### src/design/boolean_threshold_network_relaxer_top_macros.svh
// assertion macros for the relaxer top level
`ifndef BOOLEAN_THRESHOLD_NETWORK_RELAXER_TOP_MACROS_SVH
`define BOOLEAN_THRESHOLD_NETWORK_RELAXER_TOP_MACROS_SVH
// implication checked on every clock edge outside reset
`define BTNR_ASSERT_IMP(label, ante, cons) \
  label: assert property (@(posedge clk) disable iff (!rst_n) (ante) |-> (cons)) \
    else $error("%m: check failed");
// next-cycle implication checked outside reset
`define BTNR_ASSERT_NXT(label, ante, cons) \
  label: assert property (@(posedge clk) disable iff (!rst_n) (ante) |=> (cons)) \
    else $error("%m: check failed");
`endif

### src/design/btnr_pkg.sv
// shared types and constants of the threshold network relaxer
package btnr_pkg;
  localparam int STEP_BITS   = 20;
  localparam int ENERGY_BITS = 17;
  localparam logic [STEP_BITS-1:0] STEP_LIMIT_RESET = 20'd100000;

  typedef enum logic [1:0] {
    ACT_WRITE  = 2'd0,
    ACT_LOAD   = 2'd1,
    ACT_STEP   = 2'd2,
    ACT_ENERGY = 2'd3
  } action_t;

  // controller to datapath
  typedef struct packed {
    logic latch_in;   // capture input item
    logic wr_weight;  // write weight memory
    logic load_state; // load node bits, clear counter
    logic clr_acc;    // clear row accumulators
    logic clr_mem;    // write zero to the next weight cell
    logic row_issue;  // issue row read
    logic row_valid;  // read data present for the row issued last cycle
    logic flip;       // apply the selected flip
    logic pick_start; // start unstable scan
    logic pick_step;  // examine one node in scan
    logic emit;       // drive result strobe
  } btnr_cmd_t;

  // datapath to controller
  typedef struct packed {
    logic row_last;   // last cell of the last row issued
    logic pick_last;  // scan at last node
  } btnr_stat_t;
endpackage

### src/design/btnr_ram.sv
// generic simple dual port ram, one write and one read port, with registered read
module btnr_ram #(
  parameter int WIDTH = 8,
  parameter int DEPTH = 256
) (
  input  logic                     clk,
  input  logic                     we,
  input  logic [$clog2(DEPTH)-1:0] waddr,
  input  logic [WIDTH-1:0]         wdata,
  input  logic [$clog2(DEPTH)-1:0] raddr,
  output logic [WIDTH-1:0]         rdata
);
  logic [WIDTH-1:0] mem [DEPTH];
  always_ff @(posedge clk) begin
    if (we) mem[waddr] <= wdata;
    rdata <= mem[raddr];
  end
endmodule

### src/design/btnr_datapath.sv
// weight memory, row accumulators, unstable scan and result registers
module btnr_datapath import btnr_pkg::*; #(
  parameter int NODE_COUNT  = 16,
  parameter int WEIGHT_BITS = 8
) (
  input  logic                   clk,
  input  logic                   rst_n,
  input  btnr_cmd_t              cmd,
  output btnr_stat_t             stat,
  input  logic [1:0]             in_action,
  input  logic [3:0]             in_target_node,
  input  logic [3:0]             in_source_node,
  input  logic signed [7:0]      in_link_weight,
  input  logic [15:0]            in_start_state,
  input  logic [15:0]            in_random_fraction,
  input  logic                   cfg_we,
  input  logic [STEP_BITS-1:0]   cfg_wdata,
  output logic                   is_step,
  output logic [3:0]             out_flipped_node,
  output logic                   out_flipped,
  output logic [4:0]             out_unstable_count,
  output logic [STEP_BITS-1:0]   out_step_count,
  output logic                   out_done_res,
  output logic signed [ENERGY_BITS-1:0] out_energy
);
  localparam int NB = (NODE_COUNT > 1) ? $clog2(NODE_COUNT) : 1;
  localparam int AB = 2 * NB;
  localparam int CB = $clog2(NODE_COUNT + 1);
  localparam int SB = WEIGHT_BITS + NB + 1;
  localparam int EB = WEIGHT_BITS + AB + 2;

  action_t                    act_r;
  logic [15:0]                frac_r;
  logic [NODE_COUNT-1:0]      bits_r;
  logic [STEP_BITS-1:0]       cnt_r, limit_r;
  logic [NB-1:0]              row_r, col_r, rrow_r, rcol_r;
  logic signed [SB-1:0]       sum_r [NODE_COUNT];
  logic signed [EB-1:0]       en_r;
  logic [NODE_COUNT-1:0]      unst;
  logic [CB-1:0]              ucnt;
  logic [CB-1:0]              k_r, seen_r;
  logic [NB-1:0]              scan_r, pick_r;
  logic                       found_r, fl_r;
  logic [WEIGHT_BITS-1:0]     rdata;
  logic signed [WEIGHT_BITS-1:0] w;
  logic [CB+15:0]             prod;
  logic                       tgt_ok, src_ok;
  logic                       ram_we;
  logic [AB-1:0]              ram_waddr;
  logic [WEIGHT_BITS-1:0]     ram_wdata;

  assign w = $signed(rdata);
  assign tgt_ok = ({28'd0, in_target_node} < 32'(NODE_COUNT));
  assign src_ok = ({28'd0, in_source_node} < 32'(NODE_COUNT));

  // clearing pass after reset writes zero cell by cell, else the item's weight
  assign ram_we    = cmd.clr_mem || (cmd.wr_weight && tgt_ok && src_ok);
  assign ram_waddr = cmd.clr_mem ? AB'({row_r, col_r}) :
                     AB'({in_target_node[NB-1:0], in_source_node[NB-1:0]});
  assign ram_wdata = cmd.clr_mem ? '0 : WEIGHT_BITS'(in_link_weight);

  btnr_ram #(.WIDTH(WEIGHT_BITS), .DEPTH(1 << AB)) u_ram (
    .clk  (clk),
    .we   (ram_we),
    .waddr(ram_waddr),
    .wdata(ram_wdata),
    .raddr(AB'({row_r, col_r})),
    .rdata(rdata)
  );

  always_comb begin
    for (int i = 0; i < NODE_COUNT; i++)
      unst[i] = (sum_r[i] != '0) && ((sum_r[i] > 0) != bits_r[i]);
    ucnt = '0;
    for (int i = 0; i < NODE_COUNT; i++) ucnt = ucnt + CB'(unst[i]);
  end

  assign prod = {{CB{1'b0}}, frac_r} * {16'd0, ucnt};
  assign is_step = (act_r == ACT_STEP) && (ucnt != '0) && (cnt_r < limit_r);
  // cells issued row-major, one weight per cycle
  assign stat.row_last  = (row_r == NB'(NODE_COUNT-1)) && (col_r == NB'(NODE_COUNT-1));
  assign stat.pick_last = (scan_r == NB'(NODE_COUNT-1));

  always_ff @(posedge clk) begin
    if (!rst_n) begin
      bits_r <= '0;
      cnt_r <= '0;
      limit_r <= STEP_LIMIT_RESET;
      out_flipped <= 1'b0;
      row_r <= '0;
      col_r <= '0;
    end else begin
      if (cfg_we) limit_r <= cfg_wdata;
      if (cmd.latch_in) begin
        act_r <= action_t'(in_action);
        frac_r <= in_random_fraction;
        fl_r <= 1'b0;
        pick_r <= '0;
      end
      if (cmd.load_state) begin
        bits_r <= NODE_COUNT'(in_start_state);
        cnt_r <= '0;
      end
      if (cmd.clr_acc) begin
        row_r <= '0; col_r <= '0; en_r <= '0;
        for (int i = 0; i < NODE_COUNT; i++) sum_r[i] <= '0;
      end
      if (cmd.row_issue || cmd.clr_mem) begin
        if (col_r == NB'(NODE_COUNT-1)) begin
          col_r <= '0; row_r <= row_r + 1'b1;
        end else col_r <= col_r + 1'b1;
      end
      if (cmd.row_issue) begin
        rrow_r <= row_r; rcol_r <= col_r;
      end
      if (cmd.row_valid) begin
        if (bits_r[rcol_r]) sum_r[rrow_r] <= sum_r[rrow_r] + SB'(w);
        if (bits_r[rrow_r] == bits_r[rcol_r]) en_r <= en_r - EB'(w);
        else en_r <= en_r + EB'(w);
      end
      if (cmd.pick_start) begin
        k_r <= prod[CB+15:16];
        seen_r <= '0; scan_r <= '0; found_r <= 1'b0;
      end
      if (cmd.pick_step) begin
        if (unst[scan_r] && !found_r) begin
          if (seen_r == k_r) begin
            pick_r <= scan_r; found_r <= 1'b1;
          end
          seen_r <= seen_r + 1'b1;
        end
        scan_r <= scan_r + 1'b1;
      end
      if (cmd.flip) begin
        bits_r[pick_r] <= ~bits_r[pick_r];
        cnt_r <= cnt_r + 1'b1;
        fl_r <= 1'b1;
      end
      out_flipped <= cmd.emit & fl_r;
      if (cmd.emit) begin
        out_flipped_node <= 4'(pick_r);
        out_unstable_count <= 5'(ucnt);
        out_step_count <= cnt_r;
        out_done_res <= (ucnt == '0) || (cnt_r >= limit_r);
        out_energy <= (act_r == ACT_ENERGY) ? ENERGY_BITS'(en_r) : '0;
      end
    end
  end
endmodule

### src/design/btnr_ctrl.sv
// sequencing state machine of the relaxer
module btnr_ctrl import btnr_pkg::*; (
  input  logic       clk,
  input  logic       rst_n,
  input  logic       start,
  input  logic [1:0] in_action,
  input  logic       is_step,
  input  btnr_stat_t stat,
  output btnr_cmd_t  cmd,
  output logic       busy,
  output logic       out_strobe
);
  typedef enum logic [2:0] {
    S_CLEAR, S_IDLE, S_SWEEP, S_DRAIN, S_EVAL, S_PICK, S_FLIP, S_EMIT
  } state_t;

  state_t state_r;
  logic   second_r;  // second sweep after a flip
  logic   v_r;       // read issued last cycle

  always_comb begin
    cmd = '0;
    cmd.latch_in   = (state_r == S_IDLE) && start;
    // weight lands at acceptance, before the first sweep read
    cmd.wr_weight  = (state_r == S_IDLE) && start && (in_action == ACT_WRITE);
    cmd.clr_mem    = (state_r == S_CLEAR);
    cmd.row_issue  = (state_r == S_SWEEP);
    cmd.row_valid  = v_r;
    cmd.pick_step  = (state_r == S_PICK);
    cmd.flip       = (state_r == S_FLIP);
    cmd.emit       = (state_r == S_EMIT);
    cmd.load_state = (state_r == S_IDLE) && start && (in_action == ACT_LOAD);
    cmd.clr_acc    = ((state_r == S_IDLE) && start) || (state_r == S_FLIP);
    // sums are final in S_EVAL, the state after the drain
    cmd.pick_start = (state_r == S_EVAL) && !second_r;
  end

  always_ff @(posedge clk) begin
    if (!rst_n) begin
      state_r <= S_CLEAR;
      busy <= 1'b1;
      out_strobe <= 1'b0;
      second_r <= 1'b0;
      v_r <= 1'b0;
    end else begin
      out_strobe <= (state_r == S_EMIT);
      v_r <= cmd.row_issue;
      case (state_r)
        S_CLEAR: if (stat.row_last) begin
          state_r <= S_IDLE; busy <= 1'b0;
        end
        S_IDLE: if (start) begin
          state_r <= S_SWEEP; busy <= 1'b1; second_r <= 1'b0;
        end
        S_SWEEP: if (stat.row_last) state_r <= S_DRAIN;
        S_DRAIN: state_r <= S_EVAL;
        S_EVAL:  state_r <= (!second_r && is_step) ? S_PICK : S_EMIT;
        S_PICK:  if (stat.pick_last) state_r <= S_FLIP;
        S_FLIP: begin
          state_r <= S_SWEEP; second_r <= 1'b1;
        end
        S_EMIT: begin
          state_r <= S_IDLE; busy <= 1'b0;
        end
        default: state_r <= S_IDLE;
      endcase
    end
  end
endmodule

### src/design/boolean_threshold_network_relaxer_top.sv
// top level of the boolean threshold network relaxer
// write, load, energy and held step items: one sweep over all weights, then the result
// relaxation step with a flip: sweep, unstable scan, flip, second sweep, then the result
// each sweep reads one weight per cycle
// reset: busy high during a pass that zeroes the weights; bits, count zero
// one item at a time; busy is low in the strobe cycle and the receiver cannot stall
`include "boolean_threshold_network_relaxer_top_macros.svh"
module boolean_threshold_network_relaxer_top import btnr_pkg::*; #(
  parameter int NODE_COUNT  = 16,
  parameter int WEIGHT_BITS = 8
) (
  input  logic                   clk,
  input  logic                   rst_n,
  input  logic                   start,
  output logic                   busy,
  input  logic [1:0]             in_action,
  input  logic [3:0]             in_target_node,
  input  logic [3:0]             in_source_node,
  input  logic signed [7:0]      in_link_weight,
  input  logic [15:0]            in_start_state,
  input  logic [15:0]            in_random_fraction,
  input  logic                   cfg_we,
  input  logic [STEP_BITS-1:0]   cfg_wdata,
  output logic                   out_strobe,
  output logic [3:0]             out_flipped_node,
  output logic                   out_flipped,
  output logic [4:0]             out_unstable_count,
  output logic [STEP_BITS-1:0]   out_step_count,
  output logic                   out_done_res,
  output logic signed [ENERGY_BITS-1:0] out_energy
);
  btnr_cmd_t  cmd;
  btnr_stat_t stat;
  logic       is_step;

  // controller: sequences clearing, sweeps, the pick scan and the flip
  btnr_ctrl u_ctrl (
    .clk(clk), .rst_n(rst_n), .start(start), .in_action(in_action),
    .is_step(is_step), .stat(stat), .cmd(cmd), .busy(busy), .out_strobe(out_strobe)
  );

  // datapath: weight memory, per-row sums, energy and result registers
  btnr_datapath #(.NODE_COUNT(NODE_COUNT), .WEIGHT_BITS(WEIGHT_BITS)) u_dp (
    .clk(clk), .rst_n(rst_n), .cmd(cmd), .stat(stat),
    .in_action(in_action), .in_target_node(in_target_node),
    .in_source_node(in_source_node), .in_link_weight(in_link_weight),
    .in_start_state(in_start_state), .in_random_fraction(in_random_fraction),
    .cfg_we(cfg_we), .cfg_wdata(cfg_wdata), .is_step(is_step),
    .out_flipped_node(out_flipped_node), .out_flipped(out_flipped),
    .out_unstable_count(out_unstable_count), .out_step_count(out_step_count),
    .out_done_res(out_done_res), .out_energy(out_energy)
  );

  // busy is already low while the result strobe is up
  `BTNR_ASSERT_IMP(a_strobe_frees, out_strobe, !busy)
  // flips happen only while an item is in flight
  `BTNR_ASSERT_IMP(a_flip_in_step, cmd.flip, busy)
  // an accepted item raises busy on the next cycle
  `BTNR_ASSERT_NXT(a_accept_busy, start && !busy, busy)
endmodule

### config.mk
export PLATFORM = sky130hd
export DESIGN_NAME = boolean_threshold_network_relaxer_top
export DESIGN_NICKNAME = d
export VERILOG_FILES = /design/src/design/btnr_pkg.sv /design/src/design/btnr_ram.sv /design/src/design/btnr_datapath.sv /design/src/design/btnr_ctrl.sv /design/src/design/boolean_threshold_network_relaxer_top.sv
export VERILOG_INCLUDE_DIRS = /design/src /design/src/design
export SDC_FILE = /design/constraint.sdc
export NUM_CORES = 2
export LEC_CHECK = 0
export BUFFER_PORTS_ARGS = -buffer_cell sky130_fd_sc_hd__buf_4
export CAP_MARGIN = 10
export CORE_MARGIN = 2
export CORE_UTILIZATION = 60
export DETAILED_ROUTE_END_ITERATION = 10
export PLACE_DENSITY = 0.76
export SKIP_CTS_REPAIR_TIMING = 1
export SYNTH_ARGS = -nofsm -noshare
export SYNTH_HDL_FRONTEND = slang
export SYNTH_SLANG_ARGS = --single-unit
### constraint.sdc
create_clock -name clk -period 17.9 [get_ports clk]
set_clock_uncertainty 0.15 [all_clocks]
set_input_delay 0.895 -clock clk [delete_from_list [all_inputs] [get_ports clk]]
set_output_delay 0.895 -clock clk [all_outputs]
set_load 0.02 [all_outputs]
==> results.txt <==
status - finished clean
number of cell rows - 150
global route overflow - 0
drc violations - 0
hpwl dp - 144900 um
initial antenna violation count - 11
Max Cap Violations - 0
Cell Area, Placed - 103800 sq um
crit path launch type - flop
Mapped Area - 100700 sq um
final hold violations - 0
Clock Sinks - 2450
largest net degree at the start of global routing - 221
clk_lat worst skew - 0.87 ns
DR iter-0 viols - 7611
non-filler instance count after layout - 7784
nets - 5589
clock slew at reported path FFs - 0.07 ns
final setup fails - 0
Final Power - 0.01194 W
Synth Flop Type - edfxtp_1
clock power share - 41.5%
Fmax achieved - 111.7 MHz
flops & latches, synth - 2450
power per cell area - 107.1 nW/um^2
Least-Margin Pin Slew - 1.267 ns
TritonCTS clock tree - built
element type at the critical path end - flop
WL/cell - 32.01 um
Pleak - 36.05 nW
Crit Path Category - reg2reg
Post-Place Cells - 7346
Multi-input gate area - 26270 sq um
Vias/cell - 6.826
CORE AREA - 166800 sq um
IO buf count - 123
routability congestion estimate - 0.9255
Die Area - 171100 sq um
Die Y-Extent - 413.6 um
first-pass GRT wire length - 363800 um
final worst setup slack - 8.945 ns
layout cells sized above 1 - 23.15%
Slowest cell on crit path - fa_1
Slew Limit Fails - 0
CP max stage delay - 0.60 ns
Clock Path Buffers - 3
syn_nets - 5451
Netlist cell types - 65
Max FO, Critical Path - 18
fin crit share - 50.03%
internal power - 0.009336 W
First-pass DRT Iterations - 6
Total Neg Setup Slack - 0 ns
Reg2Reg Depth - 28
net load switching power - 0.002598 W
HP Class - in2reg
Routed WL - 249200 um
Die Width - 413.6 um
Switching Share - 21.77%
vias in the first global route - 52770
Data required, critical path - 18.37 ns
most frequent CP cell - fa_1
htree depth - 4
Register Area - 72740 sq um
VDD IR max - 100.7 uV
R2R Setup Slk - 8.94 ns
Reg power frac - 52.2%
Mean Syn Cell Area - 19.23 sq um
Combinational Power Share - 6.3%
FILL cells - 10360
fin area - 111400 sq um
gr usage total - 29.54%
minimum clock period - 8.955 ns
Place WS - 8.911 ns
Mapped Cells - 5236
initial core utilization - 60.33%
Post-synth EDFFs - 2366
RSZ-0062 raised after global routing - false
sequential-to-total area share from yosys stat - 72.25%
DR vias - 53130
Worst slew margin - 15.25%
CP arrival - 9.43 ns
Ports - 124
number of routed nets with antenna violations - 0
CTS root buffer - clkbuf_16
Area Growth Syn to Fin - 10.70%
hold depth - 1
ys async rst share - 0%
cts bufs inserted - 230
synth warn - 0
[cells by family after synthesis]
| family | synth area share (%) |
|---|---|
| AO/OA/AOI/OAI | 2.302 |
| multiplexers | 16.30 |
| adder cells (fa/ha/maj) | 2.148 |
| flip-flops | 72.25 |
| buffers and inverters | 1.751 |
| XOR/XNOR | 0.4698 |
| AND/OR/NAND/NOR | 4.779 |
[cell type report]
type,count,share of cell area [%]
sequential,2450,65.28
multi-input combinational,2375,23.58
clock buffer,295,5.516
tap,2204,2.475
timing repair buffer,196,1.399
clock inverter,136,1.322
inverter,121,0.4143
antenna,7,0.01572
[Yosys cell counts (28+ instances only)]
cell type  number  area share, %
a22oi_1        50           0.37
fa_1           53            1.1
mux2i_1        36           0.36
inv_1         120           0.45
o21ai_0        33           0.16
nor3_1         62           0.31
clkbuf_1      172           0.64
and3_1         30           0.19
xor2_1         28           0.24
edfxtp_1     2366             71
buf_1          33           0.12
a21oi_1       113           0.56
buf_2          60           0.30
nor2_1        542            2.0
nor4_1         47           0.29
mux4_2        708             16
nand3_1        65           0.32
nand2_1       188           0.70
dfxtp_1        84            1.7
ha_1           88            1.1
and2_1         58           0.36
[metrics by stage]
step	util [%]	hold slack (ns)
2_1_floorplan	-	0.2529
3_3_place_gp	62.21	0.3192
3_5_place_dp	62.21	0.3230
4_1_cts	66.77	0.006148
5_1_grt	66.78	0.02555
6_report	66.79	0.05689
[critical path: cells and delay by family (launching register included)]
family	cells	cell delay, ns
adder cells (fa/ha/maj)	11	4.90
AO/OA/AOI/OAI	7	1.79
AND/OR/NAND/NOR	6	1.26
flip-flops	1	0.39
buffers and inverters	3	0.14
XOR/XNOR	1	0.09
[final timing paths]
| kind | from | end |
|---|---|---|
| max | u_dp.sum_r[0][6]$_SDFFCE_PN0P_ | u_dp.k_r[4]$_DFFE_PP_ |
| min reg2reg | u_dp.fl_r$_SDFFCE_PP1P_ | u_dp.out_flipped$_SDFF_PN0_ |
| min | in_random_fraction[0] | u_dp.frac_r[0]$_DFFE_PP_ |
| max reg2reg | u_dp.sum_r[0][6]$_SDFFCE_PN0P_ | u_dp.k_r[4]$_DFFE_PP_ |
[flip-flops by register name, summed over array words and instances (netlist names), 5 cells and up, named ones only]
| name | count |
|---|---|
| u_dp.u_ram.rdata | 8 |
| u_dp.limit_r | 20 |
| u_dp.cnt_r | 20 |
| u_dp.sum_r | 208 |
| u_dp.seen_r | 5 |
| u_dp.frac_r | 16 |
| u_dp.k_r | 5 |
| u_dp.u_ram.mem | 2048 |
| u_dp.bits_r | 16 |
| u_dp.out_unstable_count | 5 |
| u_dp.out_step_count | 20 |
| u_dp.en_r | 17 |
| u_dp.out_energy | 17 |
[power by group through the flow]
stage | Clock [W] | Sequential, W | Combinational, W
global route | 0.00518 | 0.00622 | 0.000786
global placement | 0 | 0.00635 | 0.000733
finish | 0.00495 | 0.00623 | 0.000755
floorplan | 0 | 0.00633 | 0.000503
CTS | 0.00498 | 0.00623 | 0.000751
detailed placement | 0 | 0.00635 | 0.000741
[cell usage in the layout (no fill, tap or decap), types with 30 or more instances in the layout]
cell	n
a22oi_1	50
a21oi_1	113
clkbuf_16	235
clkbuf_1	56
edfxtp_1	2366
ha_1	88
nor2_1	540
nor3_1	62
clkinv_2	48
mux2i_1	36
and2_1	49
and3_1	30
inv_1	119
nand3_1	65
clkinv_1	44
mux4_2	708
o21ai_0	33
dfxtp_1	79
buf_4	189
nand2_1	176
nor4_1	45
fa_1	53
[metal layers]
metal	vias to the layer above	track usage [%]	share of wire, %
li1	21460	-	-
met1	27630	42.01	37
met2	3532	46.38	48
met3	504	6.164	11
met4	14	10.09	3.4
met5	-	0	0.035
(Power assumes the default switching activity.)
